[src/rtl/ste_pkg.sv]
// Shared types and constants for the session table with aging.
// No dependencies; used by ste_front, ste_back and session_table_with_aging.
package ste_pkg;

  localparam int unsigned DepthDef = 16;
  localparam int unsigned CmdW     = 3;
  localparam int unsigned IdW      = 32;
  localparam int unsigned TimeW    = 16;
  localparam int unsigned LiveW    = 5;
  localparam int unsigned CfgIdxW  = 3;
  localparam int unsigned CfgDataW = 32;

  // Command codes carried in the item.
  typedef enum logic [CmdW-1:0] {
    CMD_REG   = 3'd0,
    CMD_UNREG = 3'd1,
    CMD_HBEAT = 3'd2,
    CMD_TICK  = 3'd3,
    CMD_FIND  = 3'd4,
    CMD_FILT  = 3'd5,
    CMD_RSVD  = 3'd6,
    CMD_BAD   = 3'd7
  } cmd_e;

  // Configuration register indexes.
  typedef enum logic [CfgIdxW-1:0] {
    CFG_HB_RELOAD = 3'd0,
    CFG_QUOTE_ONE = 3'd1,
    CFG_QUOTE_TWO = 3'd2,
    CFG_ORDER_ONE = 3'd3,
    CFG_ORDER_TWO = 3'd4
  } cfg_idx_e;

  localparam logic [TimeW-1:0] HbReloadRst = 16'd30;

  typedef struct packed {
    logic [CmdW-1:0]  cmd;
    logic [IdW-1:0]   session_id;
    logic [TimeW-1:0] initial_time;
    logic             quote_enabled;
    logic             order_enabled;
    logic [IdW-1:0]   msg_type;
  } in_item_t;

  typedef struct packed {
    logic             ok;
    logic             expired;
    logic [IdW-1:0]   expired_id;
    logic [LiveW-1:0] live_count;
    logic             last;
  } out_item_t;

  // Queue head handed from front to back.
  typedef struct packed {
    logic     vld;
    cmd_e     cls;
    in_item_t item;
  } head_t;

endpackage

[src/rtl/ste_front.sv]
// Front end: accepts items into a two-entry queue and classifies the command.
// Depends on ste_pkg.
module ste_front (
  input  logic              clk_i,
  input  logic              rst_ni,
  input  logic              in_valid_i,
  output logic              in_stall_o,
  input  ste_pkg::in_item_t in_item_i,
  output ste_pkg::head_t    head_o,
  input  logic              pop_i
);

  ste_pkg::in_item_t fifo_q [2];
  logic              wr_ptr_q, wr_ptr_d;
  logic              rd_ptr_q, rd_ptr_d;
  logic [1:0]        fill_q, fill_d;
  logic              push, pop;
  ste_pkg::in_item_t head_item;

  assign in_stall_o = (fill_q == 2'd2);
  assign push       = in_valid_i && !in_stall_o;
  assign pop        = pop_i && (fill_q != 2'd0);

  // Advance pointers and fill level
  always_comb begin
    wr_ptr_d = push ? ~wr_ptr_q : wr_ptr_q;
    rd_ptr_d = pop ? ~rd_ptr_q : rd_ptr_q;
    fill_d   = fill_q;
    if (push && !pop) begin
      fill_d = fill_q + 2'd1;
    end else if (pop && !push) begin
      fill_d = fill_q - 2'd1;
    end
  end

  always_ff @(posedge clk_i or negedge rst_ni) begin
    if (!rst_ni) begin
      wr_ptr_q <= 1'b0;
      rd_ptr_q <= 1'b0;
      fill_q   <= 2'd0;
    end else begin
      wr_ptr_q <= wr_ptr_d;
      rd_ptr_q <= rd_ptr_d;
      fill_q   <= fill_d;
    end
  end

  // Store the item
  always_ff @(posedge clk_i) begin
    if (push) begin
      fifo_q[wr_ptr_q] <= in_item_i;
    end
  end

  assign head_item = fifo_q[rd_ptr_q];

  // Classify the command at the queue head
  always_comb begin
    head_o.vld  = (fill_q != 2'd0);
    head_o.item = head_item;
    unique case (head_item.cmd)
      ste_pkg::CMD_REG:   head_o.cls = ste_pkg::CMD_REG;
      ste_pkg::CMD_UNREG: head_o.cls = ste_pkg::CMD_UNREG;
      ste_pkg::CMD_HBEAT: head_o.cls = ste_pkg::CMD_HBEAT;
      ste_pkg::CMD_TICK:  head_o.cls = ste_pkg::CMD_TICK;
      ste_pkg::CMD_FIND:  head_o.cls = ste_pkg::CMD_FIND;
      ste_pkg::CMD_FILT:  head_o.cls = ste_pkg::CMD_FILT;
      default:            head_o.cls = ste_pkg::CMD_BAD;
    endcase
  end

endmodule

[src/rtl/ste_back.sv]
// Back end: session table, command execution, expiry scan and output register.
// Depends on ste_pkg; fed by ste_front.
module ste_back #(
  parameter int unsigned Depth = ste_pkg::DepthDef
) (
  input  logic                            clk_i,
  input  logic                            rst_ni,
  input  ste_pkg::head_t                  head_i,
  output logic                            pop_o,
  input  logic                            cfg_we_i,
  input  logic [ste_pkg::CfgIdxW-1:0]     cfg_idx_i,
  input  logic [ste_pkg::CfgDataW-1:0]    cfg_wdata_i,
  output logic                            out_valid_o,
  input  logic                            out_stall_i,
  output ste_pkg::out_item_t              out_item_o
);

  localparam int unsigned IW = $clog2(Depth);
  localparam int unsigned CW = $clog2(Depth + 1);
  localparam logic [IW-1:0] LastIdx = IW'(Depth - 1);

  typedef enum logic [4:0] {
    ST_IDLE = 5'b00001,
    ST_EXEC = 5'b00010,
    ST_TICK = 5'b00100,
    ST_SCAN = 5'b01000,
    ST_EMIT = 5'b10000
  } state_e;

  state_e state_q, state_d;

  // Table storage
  logic [Depth-1:0]               valid_q, valid_d;
  logic [Depth-1:0]               gone_q, gone_d;
  logic [ste_pkg::IdW-1:0]        key_q   [Depth];
  logic [ste_pkg::TimeW-1:0]      cnt_q   [Depth];
  logic [Depth-1:0]               qok_q, ook_q;
  logic [CW-1:0]                  live_q, live_d;

  // Configuration
  logic [ste_pkg::TimeW-1:0]      hb_reload_q;
  logic [ste_pkg::IdW-1:0]        quote_one_q, quote_two_q, order_one_q, order_two_q;

  // Latched command
  ste_pkg::cmd_e                  cls_q;
  ste_pkg::in_item_t              item_q;
  logic                           hit_q, free_q;
  logic [IW-1:0]                  slot_q, free_idx_q;

  // Scan state
  logic [IW-1:0]                  idx_q, idx_d;
  logic                           found_q, found_d;
  logic [ste_pkg::IdW-1:0]        min_key_q, min_key_d;
  logic [IW-1:0]                  min_idx_q, min_idx_d;
  logic                           first_q, first_d;

  // Output register
  logic                           out_vld_q, out_vld_d;
  ste_pkg::out_item_t             out_q, out_d;

  logic                           can_emit;
  logic                           hit_c, free_c;
  logic [IW-1:0]                  slot_c, free_idx_c;
  logic                           blocked;
  logic [31:0]                    live_ext;
  logic [ste_pkg::LiveW-1:0]      live_sat;

  // Table write controls
  logic                           wr_new;
  logic                           wr_hb;
  logic                           do_tick;

  assign can_emit    = !out_vld_q || !out_stall_i;
  assign out_valid_o = out_vld_q;
  assign out_item_o  = out_q;

  // Parallel compare against the queue head
  always_comb begin
    hit_c      = 1'b0;
    slot_c     = '0;
    free_c     = 1'b0;
    free_idx_c = '0;
    for (int i = Depth - 1; i >= 0; i--) begin
      if (valid_q[i] && key_q[i] == head_i.item.session_id) begin
        hit_c  = 1'b1;
        slot_c = IW'(i);
      end
      if (!valid_q[i]) begin
        free_c     = 1'b1;
        free_idx_c = IW'(i);
      end
    end
  end

  // Filter decision for the matched slot
  always_comb begin
    blocked = 1'b0;
    if (!qok_q[slot_q] &&
        (item_q.msg_type == quote_one_q || item_q.msg_type == quote_two_q)) begin
      blocked = 1'b1;
    end else if (!ook_q[slot_q] &&
        (item_q.msg_type == order_one_q || item_q.msg_type == order_two_q)) begin
      blocked = 1'b1;
    end
  end

  // Saturate the live count to the result width
  always_comb begin
    live_ext = 32'(live_d);
    live_sat = (live_ext > 32'd31) ? 5'd31 : live_ext[ste_pkg::LiveW-1:0];
  end

  // Sequencer
  always_comb begin
    state_d   = state_q;
    valid_d   = valid_q;
    gone_d    = gone_q;
    live_d    = live_q;
    idx_d     = idx_q;
    found_d   = found_q;
    min_key_d = min_key_q;
    min_idx_d = min_idx_q;
    first_d   = first_q;
    out_vld_d = out_vld_q && out_stall_i;
    out_d     = out_q;
    pop_o     = 1'b0;
    wr_new    = 1'b0;
    wr_hb     = 1'b0;
    do_tick   = 1'b0;
    unique case (state_q)
      ST_IDLE: begin
        if (head_i.vld) begin
          pop_o   = 1'b1;
          state_d = ST_EXEC;
        end
      end
      ST_EXEC: begin
        if (cls_q == ste_pkg::CMD_TICK) begin
          state_d = ST_TICK;
        end else if (can_emit) begin
          out_d.ok         = 1'b0;
          out_d.expired    = 1'b0;
          out_d.expired_id = '0;
          out_d.last       = 1'b1;
          case (cls_q)
            ste_pkg::CMD_REG: begin
              if (!hit_q && free_q) begin
                wr_new             = 1'b1;
                valid_d[free_idx_q] = 1'b1;
                live_d             = live_q + CW'(1);
                out_d.ok           = 1'b1;
              end
            end
            ste_pkg::CMD_UNREG: begin
              if (hit_q) begin
                valid_d[slot_q] = 1'b0;
                live_d          = live_q - CW'(1);
                out_d.ok        = 1'b1;
              end
            end
            ste_pkg::CMD_HBEAT: begin
              wr_hb    = hit_q;
              out_d.ok = hit_q;
            end
            ste_pkg::CMD_FIND: out_d.ok = hit_q;
            ste_pkg::CMD_FILT: out_d.ok = hit_q && blocked;
            default:           out_d.ok = 1'b0;
          endcase
          out_d.live_count = live_sat;
          out_vld_d        = 1'b1;
          state_d          = ST_IDLE;
        end
      end
      ST_TICK: begin
        // Mark entries at zero, drop them, decrement the rest
        do_tick = 1'b1;
        for (int i = 0; i < Depth; i++) begin
          if (valid_q[i] && cnt_q[i] == '0) begin
            gone_d[i]  = 1'b1;
            valid_d[i] = 1'b0;
          end
        end
        idx_d   = '0;
        found_d = 1'b0;
        first_d = 1'b1;
        state_d = ST_SCAN;
      end
      ST_SCAN: begin
        // Track the smallest removed key; first pass also settles live count
        if (gone_q[idx_q]) begin
          if (first_q) begin
            live_d = live_q - CW'(1);
          end
          if (!found_q || key_q[idx_q] < min_key_q) begin
            found_d   = 1'b1;
            min_key_d = key_q[idx_q];
            min_idx_d = idx_q;
          end
        end
        if (idx_q == LastIdx) begin
          state_d = ST_EMIT;
          first_d = 1'b0;
        end else begin
          idx_d = idx_q + IW'(1);
        end
      end
      ST_EMIT: begin
        if (can_emit) begin
          out_d.ok         = 1'b1;
          out_d.live_count = live_sat;
          out_vld_d        = 1'b1;
          if (found_q) begin
            out_d.expired     = 1'b1;
            out_d.expired_id  = min_key_q;
            out_d.last        = 1'b0;
            gone_d[min_idx_q] = 1'b0;
            found_d           = 1'b0;
            idx_d             = '0;
            state_d           = ST_SCAN;
          end else begin
            out_d.expired    = 1'b0;
            out_d.expired_id = '0;
            out_d.last       = 1'b1;
            state_d          = ST_IDLE;
          end
        end
      end
      default: state_d = ST_IDLE;
    endcase
  end

  always_ff @(posedge clk_i or negedge rst_ni) begin
    if (!rst_ni) begin
      state_q     <= ST_IDLE;
      valid_q     <= '0;
      gone_q      <= '0;
      live_q      <= '0;
      found_q     <= 1'b0;
      first_q     <= 1'b0;
      out_vld_q   <= 1'b0;
      hb_reload_q <= ste_pkg::HbReloadRst;
      quote_one_q <= '0;
      quote_two_q <= '0;
      order_one_q <= '0;
      order_two_q <= '0;
    end else begin
      state_q   <= state_d;
      valid_q   <= valid_d;
      gone_q    <= gone_d;
      live_q    <= live_d;
      found_q   <= found_d;
      first_q   <= first_d;
      out_vld_q <= out_vld_d;
      if (cfg_we_i) begin
        case (cfg_idx_i)
          ste_pkg::CFG_HB_RELOAD: hb_reload_q <= cfg_wdata_i[ste_pkg::TimeW-1:0];
          ste_pkg::CFG_QUOTE_ONE: quote_one_q <= cfg_wdata_i;
          ste_pkg::CFG_QUOTE_TWO: quote_two_q <= cfg_wdata_i;
          ste_pkg::CFG_ORDER_ONE: order_one_q <= cfg_wdata_i;
          ste_pkg::CFG_ORDER_TWO: order_two_q <= cfg_wdata_i;
          default: ;
        endcase
      end
    end
  end

  // Payload registers
  always_ff @(posedge clk_i) begin
    out_q     <= out_d;
    idx_q     <= idx_d;
    min_key_q <= min_key_d;
    min_idx_q <= min_idx_d;
    if (pop_o) begin
      cls_q      <= head_i.cls;
      item_q     <= head_i.item;
      hit_q      <= hit_c;
      slot_q     <= slot_c;
      free_q     <= free_c;
      free_idx_q <= free_idx_c;
    end
    if (wr_new) begin
      key_q[free_idx_q] <= item_q.session_id;
      cnt_q[free_idx_q] <= item_q.initial_time;
      qok_q[free_idx_q] <= item_q.quote_enabled;
      ook_q[free_idx_q] <= item_q.order_enabled;
    end
    if (wr_hb) begin
      cnt_q[slot_q] <= hb_reload_q;
    end
    if (do_tick) begin
      for (int i = 0; i < Depth; i++) begin
        if (valid_q[i] && cnt_q[i] != '0) begin
          cnt_q[i] <= cnt_q[i] - ste_pkg::TimeW'(1);
        end
      end
    end
  end

`ifndef SYNTH
  a_gone_not_valid: assert property (@(posedge clk_i) disable iff (!rst_ni)
    (gone_q & valid_q) == '0)
    else $error("removed entry still marked valid");

  a_live_bound: assert property (@(posedge clk_i) disable iff (!rst_ni)
    32'(live_q) <= Depth)
    else $error("live count exceeds table depth");

  a_expired_shape: assert property (@(posedge clk_i) disable iff (!rst_ni)
    out_vld_q && out_q.expired |-> out_q.ok && !out_q.last)
    else $error("expiry result malformed");

  a_pop_idle: assert property (@(posedge clk_i) disable iff (!rst_ni)
    pop_o |=> state_q == ST_EXEC)
    else $error("popped item not executed");
`endif

endmodule

[src/rtl/session_table_with_aging.sv]
// Top level of the session table with aging: front queue plus back executor.
// Depends on ste_pkg, ste_front and ste_back.
//
//   channel  direction  handshake              payload
//   in       input      in_valid_i/in_stall_o  ste_pkg::in_item_t
//   out      output     out_valid_o/out_stall_i ste_pkg::out_item_t
//   cfg      input      cfg_we_i               cfg_idx_i, cfg_wdata_i
//
// In the back end a non-tick command is latched and compared, then executed.
// A tick is latched, classified and marks expired entries, then k+1 rounds of a full
// table scan plus one emit each follow for k expired sessions.
// Reset clears the table valid bits and loads register defaults; no clearing pass.
// Output stall holds the result register; the two-entry input queue absorbs items.
module session_table_with_aging #(
  parameter int unsigned TableDepth = ste_pkg::DepthDef
) (
  input  logic                         clk_i,
  input  logic                         rst_ni,
  input  logic                         in_valid_i,
  output logic                         in_stall_o,
  input  ste_pkg::in_item_t            in_item_i,
  output logic                         out_valid_o,
  input  logic                         out_stall_i,
  output ste_pkg::out_item_t           out_item_o,
  input  logic                         cfg_we_i,
  input  logic [ste_pkg::CfgIdxW-1:0]  cfg_idx_i,
  input  logic [ste_pkg::CfgDataW-1:0] cfg_wdata_i
);

  ste_pkg::head_t head;
  logic           pop;

  ste_front u_front (
    .clk_i      (clk_i),
    .rst_ni     (rst_ni),
    .in_valid_i (in_valid_i),
    .in_stall_o (in_stall_o),
    .in_item_i  (in_item_i),
    .head_o     (head),
    .pop_i      (pop)
  );

  ste_back #(
    .Depth (TableDepth)
  ) u_back (
    .clk_i       (clk_i),
    .rst_ni      (rst_ni),
    .head_i      (head),
    .pop_o       (pop),
    .cfg_we_i    (cfg_we_i),
    .cfg_idx_i   (cfg_idx_i),
    .cfg_wdata_i (cfg_wdata_i),
    .out_valid_o (out_valid_o),
    .out_stall_i (out_stall_i),
    .out_item_o  (out_item_o)
  );

endmodule
[config.mk]
export PLATFORM = sky130hd
export DESIGN_NAME = session_table_with_aging
export DESIGN_NICKNAME = d
export VERILOG_FILES = /design/src/rtl/ste_pkg.sv /design/src/rtl/ste_front.sv /design/src/rtl/ste_back.sv /design/src/rtl/session_table_with_aging.sv
export SDC_FILE = /design/constraint.sdc
export NUM_CORES = 2
export LEC_CHECK = 0
export BUFFER_PORTS_ARGS = -buffer_cell sky130_fd_sc_hd__buf_2
export CAP_MARGIN = 10
export CORE_AREA = 2 2 383 385
export CTS_BUF_LIST = sky130_fd_sc_hd__clkbuf_2 sky130_fd_sc_hd__clkbuf_4 sky130_fd_sc_hd__clkbuf_8
export DETAILED_ROUTE_END_ITERATION = 8
export DIE_AREA = 0 0 385 387
export GPL_TIMING_DRIVEN = 0
export SLEW_MARGIN = 10
export SYNTH_ARGS = -nofsm -noshare
export SYNTH_HDL_FRONTEND = slang
export SYNTH_SLANG_ARGS = --single-unit
[constraint.sdc]
create_clock -name clk_i -period 12.4 [get_ports clk_i]
set_input_delay 1.24 -clock clk_i [delete_from_list [all_inputs] [get_ports clk_i]]
set_output_delay 1.24 -clock clk_i [all_outputs]
set_load 0.03 [all_outputs]
==> reports/qor.csv <==
metric,value,unit
initial drt markers,5409,
Rows,140,
DRC viols,0,
sw power,5.48,mW
VDD IR max,0.000116,V
final non-filler cell total,6957,
switching part of the total,36.5,%
Worst-path clk slew,0.06,ns
Area contributors post-synth,"edfxtp_1 53%, dfrtp_1 7.3%, xnor2_1 6.4%",
share of post-route cells with drive strength above 1,22.2,%
# Post-CTS Setup Buffers,0,
YS warnings,0,
fin nets,5037,
power share of the clock group,27.0,%
placer congestion estimate,1.07,
Filler Cell Count,12300,
final hold viol count,0,
Yosys reg bits,1342,
sequential power share,42.9,%
largest net degree at the start of global routing,91,
Max-Cap Viols,1,
first-pass GRT wire length,300,mm
Final ANT Viol Nets,0,
die area,149000,sq um
H-tree depth,4,
Critical Path Sink Type,flop,
placed insts,6534,
syn avg cell area,14.8,sq um
Tcrit/Tclk final,55.7,%
Die Y,387,um
WL final,214,mm
syn_nets,4577,
"top cells by count, synth","1,145 x edfxtp_1, 472 x xnor2_1, 384 x xor2_1",
register area share after synthesis,60.8,%
internal power,9.52,mW
Worst setup SP type,flop,
via count,41100,
Via density,5.91,
Pwr Total,15.0,mW
core box area,145000,sq um
initial antenna violation count,21,
arrival time at the worst endpoint,7.57,ns
Max Clock Skew,0.0784,ns
Post-synth EDFFs,1145,
post-layout min period,6.91,ns
Hold Buf Count CTS,0,
failing checks,max-capacitance violations,
Final HPWL DP,157,mm
"Clk Latency, worst-skew pair",1.02,ns
worst-margin pin slew,1.46,ns
Port Buffers,166,
Layout area overhead,14.1,%
CP required,13.06,ns
grt total ovfl,0,
Layout Utilization,51.0,%
total track usage,28.6,%
Post-synth top flop,edfxtp_1,
Leak,24.8,nW
Die X,385,um
Post-Synthesis Cell Area,64700,sq um
Hold Path Class,in2async,
initial core utilization,44.7,%
Slew HR,1.76,%
top cell type's share of synthesized area,53.2,%
final hold slack,0.152,ns
RSZ-0062 raised after global routing,false,
final setup TNS,0,ns
combinational power share,30.1,%
status,"complete, but fails checks",
drt pass-1 iters,6,
TritonCTS Buffers,225,
Pwr Density,203,nW/um^2
Clock Sinks,1342,
clk root buf,clkbuf_8,
cell accounting for the most synthesized area,edfxtp_1,
Post-Syn Instances,4385,
Crit Path Class,reg2reg,
most frequent cell after synthesis,edfxtp_1,
Max clock buf depth,3,
vias in the first global route,40000,
Final setup violation count,0,
post_cts resized,0,
fraction of registers with async set/reset,14.4,%
fmax,145,MHz
CTS tree,done,
Ports,167,
distinct cell type count after synthesis,71,
max-slew violations,0,
worst-path fanout max,10,
wire length per cell,30.7,um
-- power groups by stage --
stage,Combinational (mW),Clock [mW],Sequential [mW]
global route,4.68,4.30,6.49
floorplan,2.49,0,6.38
global placement,4.28,0,6.57
finish,4.52,4.05,6.43
CTS,4.44,4.11,6.41
detailed placement,4.42,0,6.50
-- routing by layer --
layer  up-vias  global-route usage (%)  share of wire [%]
met5         -                       0              0.070
met4        22                    14.2                5.7
met3       516                    8.28                 10
met2      2208                    41.7                 44
met1     20900                    38.9                 40
li1      17500                       -                  -
-- flip-flops by register name (all words and copies together), names as in the netlist, 5 cells and up, named ones only --
| register | cells |
|---|---|
| u_back.qok_q | 16 |
| u_back.live_q | 5 |
| u_back.ook_q | 16 |
| u_front.fifo_q | 170 |
| u_back.quote_two_q | 32 |
| u_back.quote_one_q | 32 |
| u_back.state_q | 5 |
| u_back.order_two_q | 32 |
| u_back.key_q | 512 |
| u_back.gone_q | 16 |
| u_back.valid_q | 16 |
| u_back.min_key_q | 32 |
| u_back.cnt_q | 256 |
| u_back.hb_reload_q | 16 |
| u_back.item_q | 82 |
| u_back.order_one_q | 32 |
| u_back.out_item_o | 40 |
-- cells by family after synthesis --
logic type / Yosys count / share of synthesized area [%]
fa+ha+maj: 67 / 1.30
compound gates: 230 / 2.32
buf+inv: 342 / 2.32
flops: 1342 / 60.8
mux: 645 / 14.3
xor+xnor: 856 / 11.6
simple gates: 903 / 7.44
-- through the flow --
step | cell area [sq um] | setup slack [ns]
after floorplan | 64700 | 5.17
after global routing | 73800 | 5.16
after CTS | 73800 | 5.52
final | 73800 | 5.49
after global placement | 67900 | 0.900
after detailed placement | 69200 | 5.61
-- placed cells by master, fill, tap and decap left out, types with 14 or more instances in the layout --
| master | synthesis | layout |
|---|---|---|
| nor2b_1 | 21 | 20 |
| clkinv_1 | 0 | 56 |
| or4_1 | 26 | 26 |
| clkbuf_8 | 0 | 242 |
| mux2i_4 | 30 | 30 |
| mux2_2 | 200 | 200 |
| clkbuf_1 | 133 | 130 |
| inv_1 | 132 | 132 |
| edfxtp_1 | 1145 | 1145 |
| dfrtp_1 | 188 | 188 |
| nor3_1 | 102 | 97 |
| o21ai_0 | 37 | 36 |
| nand2_1 | 88 | 88 |
| nor2_1 | 226 | 212 |
| nand3_1 | 71 | 71 |
| a21oi_1 | 66 | 66 |
| clkinv_2 | 0 | 17 |
| a31oi_1 | 25 | 25 |
| buf_2 | 15 | 187 |
| nor2_4 | 0 | 14 |
| nand2b_1 | 16 | 16 |
| clkbuf_4 | 0 | 83 |
| buf_4 | 14 | 28 |
| nand3b_1 | 17 | 17 |
| and3_1 | 18 | 17 |
| mux4_2 | 172 | 172 |
| xor2_1 | 384 | 384 |
| xnor2_1 | 472 | 472 |
| buf_1 | 31 | 24 |
| ha_1 | 67 | 67 |
| nor4_1 | 125 | 125 |
| nand4_1 | 137 | 137 |
| buf_6 | 14 | 28 |
| buf_12 | 1 | 30 |
| mux2i_1 | 241 | 235 |
-- worst max-delay path, cell delays in order, from the launching register on --
cell and delay (ns):
dfxtp_1 0.36, buf_1 0.57, clkbuf_1 0.86, buf_1 0.97, mux4_2 0.63, mux4_2 0.66, ha_1 0.38, a21o_1 0.18
a21oi_1 0.13, nor2b_1 0.05, o21ai_0 0.15, nand2b_1 0.08, a211oi_1 0.23, o221ai_1 0.17, and3_1 0.22, a211oi_4 0.48
buf_6 0.23, buf_6 0.17
-- cell type report --
type                    count  area (sq um)  area share [%]
inverters                 132           495           0.671
diodes                      4          10.0          0.0136
well taps                1917          2400            3.25
clock inverters            93           618           0.837
multi-input cells        2701         24100            32.7
plain buffers             210          1020            1.38
repair buffers            233          1910            2.59
clock buffers             325          3950            5.36
flip-flops and latches   1342         39300            53.2
-- path summary, 6_finish.rpt --
path / cells after the start / slack [ns] / endpoint
setup / recovery: 17 / 5.49 / u_back.min_key_q[29]$_DFFE_PP_
max in group asynchronous: 3 / 11.10 / u_back.quote_two_q[17]$_DFFE_PN0P_
min in group clk_i: 1 / 0.42 / u_front.fifo_q[0][59]$_DFFE_PP_
hold reg to reg: 0 / 0.45 / u_back.min_idx_q[2]$_DFFE_PP_
setup reg to reg: 17 / 5.49 / u_back.min_key_q[29]$_DFFE_PP_
hold / removal: 1 / 0.15 / u_front.wr_ptr_q$_DFFE_PN0P_
(Power assumes the default switching activity.)
